<file path="src/hdl/pcbpd_pkg.sv">
`timescale 1ns / 1ps
// Shared types, sizes and codes for the per-class bounded priority deque.
// Used by pcbpd_cell and per_class_bounded_priority_deque; depends on nothing.
package pcbpd_pkg;

   // sizes
   localparam int NUM_CLASSES = 20;
   localparam int QUEUE_DEPTH = 5;
   localparam int ID_WIDTH    = 16;

   localparam int MODE_W     = 2;
   localparam int CLASS_W    = 5;
   localparam int STATUS_W   = 2;
   localparam int CNT_W      = $clog2(QUEUE_DEPTH + 1);
   localparam int POS_W      = CNT_W;
   localparam int CLS_ADDR_W = (NUM_CLASSES > 1) ? $clog2(NUM_CLASSES) : 1;

   // request modes
   localparam logic [MODE_W-1:0] MODE_ADD  = 2'd0;
   localparam logic [MODE_W-1:0] MODE_TAKE = 2'd1;
   localparam logic [MODE_W-1:0] MODE_LIST = 2'd2;

   // result status codes
   localparam logic [STATUS_W-1:0] ST_OK     = 2'd0;
   localparam logic [STATUS_W-1:0] ST_FULL   = 2'd1;
   localparam logic [STATUS_W-1:0] ST_EMPTY  = 2'd2;
   localparam logic [STATUS_W-1:0] ST_LISTED = 2'd3;

   // write-value select of one cell
   typedef logic [1:0] pick_type;
   localparam pick_type PICK_OWN   = 2'd0;
   localparam pick_type PICK_LEFT  = 2'd1;
   localparam pick_type PICK_RIGHT = 2'd2;
   localparam pick_type PICK_NEW   = 2'd3;

   // one stored entry
   typedef struct packed {
      logic [ID_WIDTH-1:0] id;
      logic                urg;
   } entry_type;

   // control shared by all cells of the row
   typedef struct packed {
      logic                  load;
      logic                  shift;
      logic                  we;
      logic [CLS_ADDR_W-1:0] addr;
   } cell_ctl_type;

endpackage

</file>
<file path="src/hdl/per_class_bounded_priority_deque.sv">
`timescale 1ns / 1ps
// Top level of the per-class bounded priority deque: sequencer, length table and
// the row of pcbpd_cell slots. Depends on pcbpd_pkg and pcbpd_cell.
//
// Usage:
//   Requests enter on req_* and are taken at a clock edge with start high and
//   busy low. Results leave on rsp_* for exactly one cycle each, marked by
//   rsp_valid; rsp_last marks the final result of a request. The receiver
//   cannot stall, so results are never held back.
//   Timing: an accepted request reads its class row from the cells in the
//   accept cycle and executes in the next one. Add and take give their single
//   result in the cycle after execution; busy is high for one cycle, so a new
//   request can be taken only after the current one has executed. A list
//   request shifts the row toward slot 0 once per cycle and gives one result
//   per cycle, one per entry; busy stays high until the last of them.
//   Requests with an unused mode or a class out of range are taken and
//   dropped with no result and busy stays low.
//   Reset (synchronous, active high) empties every class; the slot memories
//   themselves are not cleared, since only written slots ever reach a result.
module per_class_bounded_priority_deque (
   input  logic                            clock,
   input  logic                            reset,
   input  logic                            start,
   output logic                            busy,
   input  logic [pcbpd_pkg::MODE_W-1:0]    req_mode,
   input  logic [pcbpd_pkg::CLASS_W-1:0]   req_class_index,
   input  logic [pcbpd_pkg::ID_WIDTH-1:0]  req_entry_id,
   input  logic                            req_urgent,
   output logic                            rsp_valid,
   output logic [pcbpd_pkg::STATUS_W-1:0]  rsp_result_status,
   output logic [pcbpd_pkg::ID_WIDTH-1:0]  rsp_out_id,
   output logic                            rsp_out_urgent,
   output logic [pcbpd_pkg::POS_W-1:0]     rsp_out_position,
   output logic [pcbpd_pkg::CNT_W-1:0]     rsp_queue_count,
   output logic                            rsp_last
);
   import pcbpd_pkg::*;

   localparam logic S_IDLE = 1'b0;
   localparam logic S_EXEC = 1'b1;

   logic                  state_ff, state_in;
   logic [MODE_W-1:0]     mode_ff;
   logic [CLS_ADDR_W-1:0] cls_ff;
   entry_type             new_ff;
   logic [CNT_W-1:0]      len_ff;
   logic [POS_W-1:0]      pos_ff, pos_in;
   logic [CNT_W-1:0]      length_ff [NUM_CLASSES];

   logic                  accept, in_range, mode_ok, go;
   logic [CLS_ADDR_W-1:0] req_addr;
   logic                  full, empty, list_last;

   logic                  len_we;
   logic [CNT_W-1:0]      len_wr;

   logic                  rsp_valid_in;
   logic [STATUS_W-1:0]   status_in;
   entry_type             rsp_entry_in;
   logic [CNT_W-1:0]      count_in;
   logic                  last_in;

   logic                  rsp_valid_ff;
   logic [STATUS_W-1:0]   status_ff;
   entry_type             rsp_entry_ff;
   logic [POS_W-1:0]      rsp_pos_ff, rsp_pos_in;
   logic [CNT_W-1:0]      count_ff;
   logic                  last_ff;

   cell_ctl_type          ctl;
   pick_type              pick     [QUEUE_DEPTH];
   entry_type             cell_data[QUEUE_DEPTH];
   entry_type             row_head;
   logic                  pick_left, pick_right, pick_tail;

   // decode the request
   assign busy     = (state_ff == S_EXEC);
   assign accept   = start && !busy;
   assign in_range = int'(req_class_index) < NUM_CLASSES;
   assign mode_ok  = (req_mode == MODE_ADD) || (req_mode == MODE_TAKE) ||
                     (req_mode == MODE_LIST);
   assign go       = accept && in_range && mode_ok;
   assign req_addr = CLS_ADDR_W'(req_class_index);

   assign full      = (len_ff == CNT_W'(QUEUE_DEPTH));
   assign empty     = (len_ff == '0);
   assign list_last = ((pos_ff + POS_W'(1)) == len_ff);
   assign row_head  = cell_data[0];

   // sequence one request: execute, update length, form the result
   always_comb begin
      state_in     = state_ff;
      pos_in       = pos_ff;
      len_we       = 1'b0;
      len_wr       = len_ff;
      rsp_valid_in = 1'b0;
      status_in    = ST_OK;
      rsp_entry_in = '0;
      rsp_pos_in   = '0;
      count_in     = len_ff;
      last_in      = 1'b1;
      pick_left    = 1'b0;
      pick_right   = 1'b0;
      pick_tail    = 1'b0;
      ctl.load     = 1'b0;
      ctl.shift    = 1'b0;
      ctl.we       = 1'b0;
      ctl.addr     = cls_ff;
      case (state_ff)
         S_IDLE: begin
            ctl.addr = req_addr;
            ctl.load = go;
            pos_in   = '0;
            if (go) begin
               state_in = S_EXEC;
            end
         end
         S_EXEC: begin
            rsp_valid_in = 1'b1;
            state_in     = S_IDLE;
            case (mode_ff)
               MODE_ADD: begin
                  if (full) begin
                     status_in = ST_FULL;
                  end else begin
                     ctl.we    = 1'b1;
                     pick_left = new_ff.urg;
                     pick_tail = !new_ff.urg;
                     len_we    = 1'b1;
                     len_wr    = len_ff + CNT_W'(1);
                     count_in  = len_wr;
                  end
               end
               MODE_TAKE: begin
                  if (empty) begin
                     status_in = ST_EMPTY;
                  end else begin
                     ctl.we       = 1'b1;
                     pick_right   = 1'b1;
                     len_we       = 1'b1;
                     len_wr       = len_ff - CNT_W'(1);
                     count_in     = len_wr;
                     rsp_entry_in = row_head;
                  end
               end
               default: begin
                  if (empty) begin
                     status_in = ST_EMPTY;
                  end else begin
                     status_in    = ST_LISTED;
                     rsp_entry_in = row_head;
                     rsp_pos_in   = pos_ff;
                     last_in      = list_last;
                     if (!list_last) begin
                        ctl.shift = 1'b1;
                        pos_in    = pos_ff + POS_W'(1);
                        state_in  = S_EXEC;
                     end
                  end
               end
            endcase
         end
         default: begin
            state_in = S_IDLE;
         end
      endcase
   end

   // build the row of slot cells, each fed by its neighbors
   for (genvar k = 0; k < QUEUE_DEPTH; k++) begin : g_cell
      entry_type left_w, right_w;

      if (k == 0) begin : g_first
         assign left_w = new_ff;
      end else begin : g_mid_l
         assign left_w = cell_data[k-1];
      end
      if (k == QUEUE_DEPTH - 1) begin : g_lastc
         assign right_w = cell_data[k];
      end else begin : g_mid_r
         assign right_w = cell_data[k+1];
      end

      always_comb begin
         if (pick_left) begin
            pick[k] = PICK_LEFT;
         end else if (pick_right) begin
            pick[k] = PICK_RIGHT;
         end else if (pick_tail && (len_ff == CNT_W'(k))) begin
            pick[k] = PICK_NEW;
         end else begin
            pick[k] = PICK_OWN;
         end
      end

      pcbpd_cell u_cell (
         .clock    (clock),
         .ctl      (ctl),
         .pick     (pick[k]),
         .left_in  (left_w),
         .right_in (right_w),
         .new_in   (new_ff),
         .data_out (cell_data[k])
      );
   end

   // hold control state
   always_ff @(posedge clock) begin
      if (reset) begin
         state_ff     <= S_IDLE;
         rsp_valid_ff <= 1'b0;
      end else begin
         state_ff     <= state_in;
         rsp_valid_ff <= rsp_valid_in;
      end
   end

   // hold class lengths
   always_ff @(posedge clock) begin
      if (reset) begin
         for (int c = 0; c < NUM_CLASSES; c++) begin
            length_ff[c] <= '0;
         end
      end else if (len_we) begin
         length_ff[cls_ff] <= len_wr;
      end
   end

   // latch the accepted request and advance the list position
   always_ff @(posedge clock) begin
      pos_ff <= pos_in;
      if (go) begin
         mode_ff    <= req_mode;
         cls_ff     <= req_addr;
         new_ff.id  <= req_entry_id;
         new_ff.urg <= req_urgent;
         len_ff     <= length_ff[req_addr];
      end
   end

   // register the result
   always_ff @(posedge clock) begin
      status_ff    <= status_in;
      rsp_entry_ff <= rsp_entry_in;
      rsp_pos_ff   <= rsp_pos_in;
      count_ff     <= count_in;
      last_ff      <= last_in;
   end

   assign rsp_valid         = rsp_valid_ff;
   assign rsp_result_status = status_ff;
   assign rsp_out_id        = rsp_entry_ff.id;
   assign rsp_out_urgent    = rsp_entry_ff.urg;
   assign rsp_out_position  = rsp_pos_ff;
   assign rsp_queue_count   = count_ff;
   assign rsp_last          = last_ff;

endmodule

</file>
<file path="src/hdl/pcbpd_cell.sv">
`timescale 1ns / 1ps
// One queue slot of the deque: holds that slot for every class and a row register.
// Depends on pcbpd_pkg.
module pcbpd_cell (
   input  logic                     clock,
   input  pcbpd_pkg::cell_ctl_type  ctl,
   input  pcbpd_pkg::pick_type      pick,
   input  pcbpd_pkg::entry_type     left_in,
   input  pcbpd_pkg::entry_type     right_in,
   input  pcbpd_pkg::entry_type     new_in,
   output pcbpd_pkg::entry_type     data_out
);
   import pcbpd_pkg::*;

   entry_type slot_mem [NUM_CLASSES];
   entry_type data_ff;
   entry_type wr_in;

   // select the value written back for this slot
   always_comb begin
      case (pick)
         PICK_LEFT:  wr_in = left_in;
         PICK_RIGHT: wr_in = right_in;
         PICK_NEW:   wr_in = new_in;
         default:    wr_in = data_ff;
      endcase
   end

   // write the slot memory
   always_ff @(posedge clock) begin
      if (ctl.we) begin
         slot_mem[ctl.addr] <= wr_in;
      end
   end

   // load the row register from memory, or advance it from the right neighbor
   always_ff @(posedge clock) begin
      if (ctl.load) begin
         data_ff <= slot_mem[ctl.addr];
      end else if (ctl.shift) begin
         data_ff <= right_in;
      end
   end

   assign data_out = data_ff;

endmodule
</file>
<file path="config.mk">
export PLATFORM = sky130hd
export DESIGN_NAME = per_class_bounded_priority_deque
export DESIGN_NICKNAME = d
export VERILOG_FILES = /design/src/hdl/pcbpd_pkg.sv /design/src/hdl/per_class_bounded_priority_deque.sv /design/src/hdl/pcbpd_cell.sv
export SDC_FILE = /design/constraint.sdc
export NUM_CORES = 2
export LEC_CHECK = 0
export ABC_CLOCK_PERIOD_IN_PS = 8800
export BUFFER_PORTS_ARGS = -buffer_cell sky130_fd_sc_hd__buf_2
export CAP_MARGIN = 10
export CORE_MARGIN = 3
export CORE_UTILIZATION = 58
export CTS_BUF_LIST = sky130_fd_sc_hd__clkbuf_8
export DETAILED_ROUTE_END_ITERATION = 8
export PLACE_DENSITY = 0.74
export SYNTH_ARGS = -nofsm -noshare
export SYNTH_HDL_FRONTEND = slang
export SYNTH_SLANG_ARGS = --single-unit
</file>
<file path="constraint.sdc">
create_clock -name clock -period 8.8 [get_ports clock]
set_clock_uncertainty 0.1 [all_clocks]
set_input_delay 1.76 -clock clock [delete_from_list [all_inputs] [get_ports clock]]
set_output_delay 1.76 -clock clock [all_outputs]
set_load 0.01 [all_outputs]
</file>
==> run metrics <==
clock share of power 0.374; crit-path max FO 62; Wirelength per Cell 30.9 um; hold_buf cts 0; combinational fraction of design power 0.065; CP required 9.30 ns; Initial DRC Count 7371; static leakage 27.6 nW; area delta synth->final 10.9%; Final Max Tran Viols 0; Fin Setup TNS 0 ns; first-pass iteration count of the detailed router 7; Synth Cell Area 0.0757 sq mm; Unique masters post-synth 71; Hold Crit Class register to register; Clock Latency Late Sink 1.00 ns; routability cong. 0.804; Synth Warn # 0; Post-CTS Setup Bufs 0; crit path from busy$_SDFF_PP0_; num ports 55; sequential fraction of the synthesis area 0.765; Post-Syn Nets 4637; fin crit period 4.87 ns; CTS resizes 0; die area 0.135 sq mm; reg2reg start busy$_SDFF_PP0_; CTS root buf clkbuf_8; initial antenna violation count 13; Longest Clk Path Bufs 4; Initial Utilization 0.589; grt ovf 0; All-Layer GR Usage 0.308; kind of critical path register to register; Max Cap Viol 0; status complete, no violations; Cell Int Power 14.3 mW; final WL 209 mm; critical path arrival 5.37 ns; IO buf count 54; Critical Path Source Type register; CTS Sinks 1939; Worst R2R Path Depth 6; Final Net Count 4850; unrepaired setup endpoints after global routing false; Syn Area/Cell 16.5 sq um; final core occ 0.653; Synth area leader edfxtp_1; Final Setup Violations 0; Reg2Reg Setup Slack 3.93 ns; share of layout cells above drive strength 1 0.167; Chip Height 367 um; Slew headroom 0.201; Switch Pwr 4.32 mW; slew at the pin with the worst max-slew slack 1.20 ns; crit path to g_cell[4].u_cell.slot_mem[11][3]$_DFFE_PP_; CTS clk-pin slew, worst paths 0.06 ns; Switching Fraction 0.232; first-pass GRT wire length 301 mm; Yosys top cell area share 0.758; final worst path period share 0.554; total number of vias 45600; Die Wd 367 um; Main synth FF type edfxtp_1; most common cell after layout, fill and taps aside edfxtp_1; Max Freq 0.205 GHz; Post-synth ARST share 0; largest net degree at the start of global routing 161; Via density 6.74; Worst Hold Depth 1; Cell Pwr Density 222 mW/mm^2; final antenna-violating net count 0; cts bufs inserted 316; Seq cells post-synth 1939; kind of end point of the critical path register; Synth area leaders edfxtp_1 76%, mux4_2 3.7%, nand2_1 3.1%; placement row count 131; Core Area 0.129 sq mm; Seq pwr share 0.561; Worst VDD drop 0.194 mV; vias in the first global route 44200; residual DRC count 0; final hold vios 0; most frequent cells in the layout 1911 x edfxtp_1, 631 x nand2_1, 352 x a21oi_1; Post-DP HPWL 105 mm; Post-Synthesis Cells 4603; EDFF count, synth 1911; reg-to-reg endpoint g_cell[4].u_cell.slot_mem[11][3]$_DFFE_PP_; TritonCTS clock tree built; Max H-tree Level 5; hold_ws 0.416 ns
[per-layer routing]
metal	up-vias	global-route usage	wire [um]
met3	754	0.0954	29900
li1	18700	-	-
met1	22600	0.420	74600
met4	12	0.135	9920
met2	3565	0.462	94500
met5	-	0	122
[power groups by stage]
stage | Sequential (mW) | Clock, mW | Combinational [mW]
after floorplan | 10.6 | 0 | 0.765
after CTS | 10.5 | 7.04 | 1.17
after detailed placement | 10.6 | 0 | 1.17
after global routing | 10.5 | 7.45 | 1.28
final | 10.5 | 6.97 | 1.21
after global placement | 10.6 | 0 | 1.14
[critical path, cell delays in order, from the launching register on]
cell and delay, ns:
dfxtp_2 0.31, buf_4 0.53, nor2b_1 0.61, nand3_1 0.66, nand2b_1 0.60, nor2_4 0.98, buf_12 0.56
[flip-flops by register name, summed over array words and instances, names as in the netlist, 2 cells and up]
register	count
len_ff	3
mode_ff	2
rsp_out_position	3
cls_ff	5
g_cell.u_cell.data_out	85
g_cell.left_w	17
length_ff	96
rsp_out_id	16
pos_ff	3
g_cell.u_cell.slot_mem	1700
rsp_result_status	2
rsp_queue_count	3
[cell families after synthesis]
kind of cell	after synthesis	share of synthesized area
flops	1939	0.765
simple gates	1018	0.0578
compound gates	1016	0.0936
mux	310	0.0635
buf+inv	308	0.0185
fa+ha+maj	7	0.00116
xor+xnor	5	0.000578
[final cells by class]
type                    count  area [sq um]
diodes                      8          20.0
clock inverters           210           990
clock buffers             328          4510
multi-input cells        2356         16800
well taps                1729          2160
fillers                  8546         44700
inverters                  13          51.3
flip-flops and latches   1939         57900
repair buffers            190          1490
[through the flow]
stage	cells	cell area (sq um)	total power, mW	setup slack, ns
6_report	6773	84000	18.6	3.93
5_1_grt	6766	84000	19.2	3.72
4_1_cts	6748	83800	18.7	3.88
3_5_place_dp	6210	78300	11.8	3.04
3_3_place_gp	6209	78300	11.8	3.06
2_1_floorplan	4603	75700	11.3	1.43
[worst min path at each step]
| stage | start | end | slack [ns] |
|---|---|---|---|
| floorplan | pos_ff[1]$_SDFFCE_PN0P_ | rsp_out_position[1]$_SDFF_PP0_ | 0.35 |
| global placement | pos_ff[1]$_SDFFCE_PN0P_ | rsp_out_position[1]$_SDFF_PP0_ | 0.39 |
| detailed placement | pos_ff[1]$_SDFFCE_PN0P_ | rsp_out_position[1]$_SDFF_PP0_ | 0.40 |
| CTS | pos_ff[1]$_SDFFCE_PN0P_ | rsp_out_position[1]$_SDFF_PP0_ | 0.42 |
| global route | pos_ff[1]$_SDFFCE_PN0P_ | rsp_out_position[1]$_SDFF_PP0_ | 0.45 |
| finish | pos_ff[1]$_SDFFCE_PN0P_ | rsp_out_position[1]$_SDFF_PP0_ | 0.42 |
[cell usage after synthesis, types with 22 or more instances]
cell,instances
a41oi_1,45
nand2b_1,26
nand2_1,633
mux2i_1,85
edfxtp_1,1911
o21ai_0,96
buf_2,127
a222oi_1,44
clkbuf_1,138
mux4_2,124
nand3_1,28
and2_1,24
o2111ai_1,22
nor4_1,45
mux2_2,94
a22o_1,164
dfxtp_1,28
a22oi_1,132
nor2_1,196
o22a_1,38
a21oi_1,358
a221o_1,44
Power figures use the tool's default switching activity.
